<file path="src/hdl/rsvm_pkg.sv">
// ----------------------------------------------------------------------------
// rsvm_pkg: shared types and codes for the register/stack VM execute block
// Opcodes, status codes and the queue entry passed from front to back.
// ----------------------------------------------------------------------------
package rsvm_pkg;

	localparam int unsigned WORD_W = 64;

	typedef enum logic [4:0] {
		OP_MOV    = 5'd0,
		OP_MOVIMM = 5'd1,
		OP_ADD    = 5'd2,
		OP_ADDIMM = 5'd3,
		OP_SUB    = 5'd4,
		OP_MUL    = 5'd5,
		OP_DIV    = 5'd6,
		OP_MOD    = 5'd7,
		OP_LT     = 5'd8,
		OP_LE     = 5'd9,
		OP_EQ     = 5'd10,
		OP_NE     = 5'd11,
		OP_GE     = 5'd12,
		OP_GT     = 5'd13,
		OP_STORE  = 5'd14,
		OP_LOAD   = 5'd15,
		OP_JMP    = 5'd16,
		OP_JZ     = 5'd17,
		OP_CALL   = 5'd18,
		OP_RET    = 5'd19,
		OP_PUSH   = 5'd20,
		OP_POP    = 5'd21,
		OP_PRINT  = 5'd22,
		OP_EXIT   = 5'd23
	} opcode_t;

	typedef enum logic [2:0] {
		ST_RUN   = 3'd0,
		ST_EXIT  = 3'd1,
		ST_END   = 3'd2,
		ST_BADOP = 3'd3,
		ST_OVER  = 3'd4,
		ST_UNDER = 3'd5,
		ST_DIVZ  = 3'd6,
		ST_RANGE = 3'd7
	} status_t;

	// Instruction as classified by the front end.
	typedef struct packed {
		logic [4:0]        opcode;
		logic              bad_op;
		logic              is_div;
		logic [4:0]        dst_reg;
		logic [4:0]        src_reg;
		logic [WORD_W-1:0] immediate;
		logic [15:0]       target;
	} instr_t;

endpackage

</file>
<file path="src/hdl/rsvm_front.sv">
// ----------------------------------------------------------------------------
// rsvm_front: instruction intake and classification
// Takes input beats into a two-entry queue and tags each instruction.
// ----------------------------------------------------------------------------
module rsvm_front (
	input  logic               clk,
	input  logic               arst_n,
	input  logic               in_valid,
	output logic               in_stall,
	input  logic [4:0]         opcode,
	input  logic [4:0]         dst_reg,
	input  logic [4:0]         src_reg,
	input  logic [63:0]        immediate,
	input  logic [15:0]        target,
	output logic               q_valid,
	output rsvm_pkg::instr_t   q_instr,
	input  logic               q_take
);

	rsvm_pkg::instr_t ent_q [2];
	logic             rd_ptr_q, wr_ptr_q;
	logic [1:0]       cnt_q;
	logic             push, pop;
	rsvm_pkg::instr_t cls;

	always_comb begin
		cls.opcode    = opcode;
		cls.bad_op    = (opcode > rsvm_pkg::OP_EXIT);
		cls.is_div    = (opcode == rsvm_pkg::OP_DIV) || (opcode == rsvm_pkg::OP_MOD);
		cls.dst_reg   = dst_reg;
		cls.src_reg   = src_reg;
		cls.immediate = immediate;
		cls.target    = target;
	end

	assign in_stall = (cnt_q == 2'd2);
	assign push     = in_valid && !in_stall;
	assign q_valid  = (cnt_q != 2'd0);
	assign pop      = q_valid && q_take;
	assign q_instr  = ent_q[rd_ptr_q];

	always_ff @(posedge clk) begin
		if (push) ent_q[wr_ptr_q] <= cls;
	end

	always_ff @(posedge clk or negedge arst_n) begin
		if (!arst_n) begin
			rd_ptr_q <= 1'b0;
			wr_ptr_q <= 1'b0;
			cnt_q    <= 2'd0;
		end else begin
			if (push) wr_ptr_q <= ~wr_ptr_q;
			if (pop)  rd_ptr_q <= ~rd_ptr_q;
			cnt_q <= cnt_q + {1'b0, push} - {1'b0, pop};
		end
	end

	assert property (@(posedge clk) disable iff (!arst_n) cnt_q != 2'd3)
		else $error("queue count out of range");
	assert property (@(posedge clk) disable iff (!arst_n) (cnt_q == 2'd2) |-> !push)
		else $error("push into full queue");
	assert property (@(posedge clk) disable iff (!arst_n) (cnt_q == 2'd0) |-> !pop)
		else $error("pop from empty queue");

endmodule

</file>
<file path="config.mk">
export PLATFORM = sky130hd
export DESIGN_NAME = rsvm_front
export DESIGN_NICKNAME = d
export VERILOG_FILES = /design/src/hdl/rsvm_pkg.sv /design/src/hdl/rsvm_front.sv
export SDC_FILE = /design/constraint.sdc
export NUM_CORES = 1
export LEC_CHECK = 0
export BUFFER_PORTS_ARGS = -buffer_cell sky130_fd_sc_hd__buf_2
export CORE_MARGIN = 1
export CORE_UTILIZATION = 28
export CTS_BUF_LIST = sky130_fd_sc_hd__clkbuf_8
export DETAILED_ROUTE_END_ITERATION = 7
export MAX_ROUTING_LAYER = met4
export PLACE_DENSITY = 0.53
export SLEW_MARGIN = 20
export SYNTH_ARGS = -nofsm -noshare
export SYNTH_HDL_FRONTEND = slang
export SYNTH_SLANG_ARGS = --single-unit
</file>
<file path="constraint.sdc">
create_clock -name clk -period 8.3 [get_ports clk]
set_input_delay 0.83 -clock clk [delete_from_list [all_inputs] [get_ports clk]]
set_output_delay 0.83 -clock clk [all_outputs]
set_load 0.005 [all_outputs]
</file>
Yosys cells after proc, flatten, opt, wreduce, memory -nomap -nowiden
Memory sizes are Yosys's and may differ from the RTL's.
Index checks and enable logic that the tools add are counted.
Widths: inputs -> output; s select.

cells by class
  equality and inequality tests = 3
  muxes and demuxes = 2
  reduce and logical (&&, ||, !) cells = 5
  add/subtract/negate cells = 2
  magnitude comparators = 1
  bitwise logic cells = 2

operators by type and width
  kind                count
  $eq 5x3->1 const B  2
  $gt 5x5->1 const B  1
  $add 2x1->2         1
  $eq 2x2->1 const B  1
  $logic_and 1x1->1   2
  $mux 1              2
  $not 1->1           2
  $reduce_bool 2->1   1
  $sub 2x1->2         1
  $logic_not 1->1     1
  $logic_or 1x1->1    1

word-level totals
  flip-flop bits (word level) = 4
  memory bits (writable) = 194
  memories = 1

memories
  memory  depth  bits a word  read ports  clocked after Yosys merged registers in  wr ports  RTL line          RTL
  ent_q   2      97           1           0                                        1         rsvm_front.sv:20  rsvm_pkg::instr_t ent_q [2];

Longest topological paths before layout
Gate-level depths: netlist of the first run.

  depth after elaboration = 5
  mapped depth = 7
  mapped depth without buffers = 7

Least setup slack after synthesis of the first run
Ideal clock, no wire load.

  kind = input to register
  start = input in_valid
  end = memory ent_q[0][0] (netlist name), enable pin
  required time = 7.747 ns
  library setup time = 0.553 ns
  buffers on the path = 0
  setup slack = 2.784 ns
  arrival time = 4.963 ns
  cell stages on the path = 2
  cell sequence = nand2_1 nor2_1

on the way
  longest elaborated chain between the ends = 3

ends and longest elaborated chain
  element                       RTL line          RTL
  from (decl)                   rsvm_front.sv:8   input logic in_valid,
  $logic_and 1x1->1             rsvm_front.sv:37  assign push = in_valid && !in_stall;
  $mux 1                        rsvm_front.sv:43  if (push) ent_q[wr_ptr_q] <= cls;
  $mux 1 (implied by the code)  rsvm_front.sv:43
  to (decl)                     rsvm_front.sv:20

No other way between the ends.

==> flow_summary.ini, run 1 <==
[outcome]
status = completed

[synthesis]
synth_top_family_by_area = multiplexers
synth_fa_ha_area_frac = 0.00343
syn_area_um2 = 7290
synth_compound_area_frac = 0
muxShareOfSynthArea = 0.160
synthSimpleGateAreaFrac = 0.00669
yosys_warnings = 0
synthesis.nets = 423
ys_ff_latch = 198
avgSynthCellArea_um2 = 22.6
synth-xor-area-share = 0.00481
ys_seq_area_frac = 0.813
syn_inst = 322
synth.distinct_cells = 17

[placement]
dpl_worst_slack_ns = 4.98
dp_hpwl_um = 9050
gp_congestion = 0.701
port_buffers = 197
postPlaceCellArea_um2 = 8650
dp_cells = 841

[routing]
wirelength_um = 14000
viasPerCell = 4.13
antenna_left = 0
dr.pass1.iters = 4
remaining_drc_errors = 0
drtIter0Drc = 102
vias = 3620
wl_per_cell_um = 16.0

[pwr]
p_leak_nw = 3.41
comb_power_share = 0.291
ir_worst_vdd_mv = 0.192
seqPwrFrac = 0.487
p_per_area_nw_per_um2 = 325
switching_share = 0.277
p_switching_uw = 821
clockPowerShare = 0.222
power_mw = 2.96
p_int_mw = 2.14

[setup_path]
cp-start-kind = flip-flop
crit_family = buffers and inverters
worst_path_largest_cell_delay_ns = 0.68
endpoint_kind = output pin
crit_arrival_ns = 2.47
path_cells = buf_4, buf_16, mux2_2, buf_2
critical_path.max_fanout = 45
crit_buf_inv = 3
path_class = flip-flop to output pin
critPathSlowestCell = dfrtp_4
worstPathRequired_ns = 7.47

[sta]
max_slew_margin = 0.436
fin_crit_sh = 0.397
drv_slew = 0
worstMarginPinSlew_ns = 0.846
rsz0062_at_grt = false
fin_worst_skew_ns = 0.0211
hold_slack_ns = 0.165
fmax_ghz = 0.303
worst_slack_ns = 5.00
setup_viol = 0
fin_tns_setup_ns = 0
timing.final.hold_violations = 0
fin_crit_ns = 3.30

[cts]
cts_hold_buffers = 0
insertion_delay_ns = 0.45
cts_buffers = 17
h-tree-depth = 4
clk_pin_slew_worst_paths_ns = 0.11
cts_resized = 0
clock-sinks = 198
cts.path.max_buffers = 2
cts_tree = done
postCtsSetupBuffers = 0
clockRootBuffer = clkbuf_8

[final_layout]
fillers = 2403
instances_no_fill = 876
post-route-cell-area_um2 = 9110
drive_gt1_frac = 0.607
multiInputGateArea_um2 = 1290
nNetsFinal = 633
final_util = 0.360
area_growth_pct = 25.0
regArea_um2 = 5930

[die]
die_w_um = 163
io-pin-count = 198
placementRows = 58
fp.dieH_um = 163
dieArea_um2 = 26700
coreArea_um2 = 25300
start_util = 0.288

[global_route]
antenna_found_initial = 2
grt_util_all_layers = 0.109
overflow = 0
grt_pass1_vias = 4019
grt_pass1_wl_um = 21100
grt_max_degree = 72

[job]
maxCapViolCount = 0

[worst_hold_path]
worstHoldPathType = input pin to async pin
==> cell usage in the layout (no fill, tap or decap), types with 3 or more instances in the layout <==
cell       instances
dfrtp_1            3
buf_2            197
mux2_2            77
xnor2_1            3
mux2_4            20
inv_6              4
clkbuf_8          17
buf_4              3
bufinv_16          4
edfxtp_1         194
inv_1              4
==> flip-flops by register name (all words and copies together), names as in the netlist <==
name,flops
wr_ptr_q,1
rd_ptr_q,1
cnt_q,2
ent_q,194
==> cells by family after synthesis <==
logic type    count (synthesis)
flops                       198
fa+ha+maj                     2
mux                          97
xor+xnor                      4
simple gates                  8
buf+inv                      13
==> power by group through the flow <==
stage / sequential, mW / clock [mW] / combinational [mW]
after floorplan: 1.45 / 0 / 0.553
after global placement: 1.46 / 0 / 0.863
after detailed placement: 1.47 / 0 / 0.875
after CTS: 1.45 / 0.688 / 0.878
after global routing: 1.47 / 0.724 / 0.946
final: 1.44 / 0.657 / 0.863
==> path summary, 6_finish.rpt <==
check / depth (start not counted) / startpoint / end / slack [ns]
worst max-delay path: 4 / rd_ptr_q / q_instr[2] / 5.00
max in group asynchronous: 1 / arst_n / rd_ptr_q / 8.00
worst min register to register: 1 / cnt_q[1] / cnt_q[1] / 0.52
worst min-delay path: 1 / arst_n / cnt_q[1] / 0.17
worst max register to register: 3 / cnt_q[1] / ent_q[1][61] / 5.94
min in group clk: 1 / cnt_q[1] / cnt_q[1] / 0.52
==> layer usage <==
layer	wire [um]	share of wire	GRT usage
met1	5790	0.41	0.117
met2	7200	0.51	0.189
met3	906	0.065	0.0373
met4	107	0.0076	0.0319
met5	0	0	-
==> synthesized netlist by cell type <==
master	count	area share
and2_1	2	0.0017
and3_1	1	0.00086
buf_2	7	0.0048
buf_6	4	0.0062
dfrtp_1	4	0.014
edfxtp_1	194	0.80
ha_1	2	0.0034
inv_1	2	0.0010
mux2_2	77	0.12
mux2_4	20	0.041
nand2_1	1	0.00051
nand2b_1	1	0.00086
nor2_1	1	0.00051
nor4bb_1	1	0.0014
or2_2	1	0.00086
xnor2_1	3	0.0036
xor2_1	1	0.0012
==> layout make-up <==
cell class / count / area share
flip-flops and latches: 198 / 0.651
multi-input cells: 111 / 0.141
repair buffers: 202 / 0.116
well taps: 330 / 0.0453
clock buffers: 17 / 0.0257
clock inverters: 14 / 0.0198
inverters: 2 / 0.000824
diodes: 2 / 0.000549
==> worst register-to-register path, stage by stage, from the launching register on <==
cell and delay, ns:
dfrtp_1 0.43, nand2b_1 0.13, and3_4 0.65, buf_4 0.75
Note: power is estimated with default switching activity, not from simulation.
==> run 2: changes to the inputs <==
- PLACE_DENSITY: 0.53 -> 0.55
- clock period: 8.3 -> 2.7 ns (I/O delays scaled with it)
==> run 2 against run 1 <==
Effect of this change:
- die area did not move
- clock skew fell by 0.011 ns
- sequential share of layout area fell by 6.2 points
- via count rose by 10%
- cell count rose by 11%
- clock power rose to 3.1 times the previous value
- sequential power rose to 3.1 times the previous value
- highest routed layer unchanged
==> flow_summary.ini, run 2 (same netlist as run 1, synthesis figures left out) <==
[routing]
viasPerCell = 4.11
antenna_left = 0
wl_per_cell_um = 14.9
wirelength_um = 14500
remaining_drc_errors = 0
drtIter0Drc = 159
dr.pass1.iters = 4
vias = 3983

[sta]
setup_viol = 0
fin_worst_skew_ns = 0.00992
fmax_ghz = 0.430
fin_crit_ns = 2.32
fin_crit_sh = 0.860
fin_tns_setup_ns = 0
drv_slew = 0
max_slew_margin = 0.537
worstMarginPinSlew_ns = 0.694
timing.final.hold_violations = 0
rsz0062_at_grt = false

[setup_path]
worstReg2RegEnd = cnt_q[1]
crit_start = rd_ptr_q
cp-endpoint = q_instr[91]
cp-start-kind = flip-flop
path_class = flip-flop to output pin
worstPathRequired_ns = 2.43
r2r_slack_ns = 0.84
crit_arrival_ns = 2.05
timing.rr.start = cnt_q[1]
rr_worst_depth = 7
endpoint_kind = output pin
critical_path.max_fanout = 34

[outcome]
status = completed

[placement]
dp_hpwl_um = 9220
port_buffers = 197
gp_congestion = 0.701

[worst_hold_path]
worstHoldPathType = input pin to flip-flop

[final_layout]
drive_gt1_frac = 0.520
largest_reg_flops = 194
reg_top3 = ent_q: 194 flops, cnt_q: 2 flops
layout_common_cells = 197 x buf_2, 194 x edfxtp_1, 94 x dlygate4sd3_1
nNetsFinal = 728
diodes = 0
area_growth_pct = 38.3
top_register = ent_q
fillers = 2318
layout_commonest_cell = buf_2

[global_route]
antenna_found_initial = 0
overflow = 0
grt_pass1_vias = 4389
grt_max_degree = 52
grt_util_all_layers = 0.112
grt_pass1_wl_um = 21900

[cts]
h-tree-depth = 4
clock-sinks = 198
cts.path.max_buffers = 2
clockRootBuffer = clkbuf_8
clk_pin_slew_worst_paths_ns = 0.10
cts_buffers = 17
cts_tree = done
postCtsSetupBuffers = 0
insertion_delay_ns = 0.45

[die]
start_util = 0.288
coreArea_um2 = 25300
die_w_um = 163
io-pin-count = 198
fp.dieH_um = 163
dieArea_um2 = 26700
placementRows = 58

[job]
maxCapViolCount = 0

[pwr]
power_mw = 9.28
ir_worst_vdd_mv = 0.431
p_per_area_nw_per_um2 = 920
p_leak_nw = 3.80
run 2: what timing repair did:
action,in CTS,in global routing
hold buffers,94,0
hold endpoints to repair,190,0
gates resized for setup,0,0
run 2: area by class of cell:
class	count	area (um2)	share of cell area
inverters	2	7.51	0.000745
well taps	330	413	0.0410
multi-input cells	111	1290	0.128
repair buffers	297	2010	0.199
flip-flops and latches	198	5930	0.588
clock buffers	17	234	0.0232
clock inverters	15	198	0.0196
run 2: worst min-delay path by stage:
stage               slack [ns]      start  cells after the start           end
floorplan                -0.03     arst_n                      0      cnt_q[0]
global placement          0.08     arst_n                      1      cnt_q[0]
detailed placement        0.08     arst_n                      1      cnt_q[0]
CTS                       0.01  opcode[3]                      1  ent_q[1][95]
global route              0.01  opcode[3]                      1  ent_q[1][95]
finish                    0.06  opcode[3]                      1  ent_q[1][95]
run 2: report_power, final:
| group | switching, mW | internal (mW) |
|---|---|---|
| Sequential | 0.251 | 4.20 |
| Combinational | 1.29 | 1.48 |
| Clock | 1.04 | 1.02 |
| Total | 2.58 | 6.69 |
run 2: per-layer routing:
layer,vias up,part of all wire,global-route usage
li1,1883,-,-
met1,1955,0.42,0.126
met2,134,0.50,0.185
met3,11,0.064,0.0376
met4,0,0.012,0.0387
met5,-,0,-
run 2: per-stage QoR:
step	std cells	hold slack [ns]	cell area, um2	util	setup slack, ns
final	970	0.0557	10100	0.398	0.377
after global routing	970	0.0115	10100	0.398	0.241
after CTS	970	0.0128	10100	0.398	0.292
after detailed placement	844	0.0823	8710	0.344	0.828
after global placement	844	0.0769	8710	0.344	0.860
after floorplan	322	-0.0256	7300	-	0.225
run 2: critical path, stage by stage (launching register included):
cell and delay [ns]:
dfrtp_4 0.76, buf_12 0.31, mux2_2 0.38, buf_2 0.13
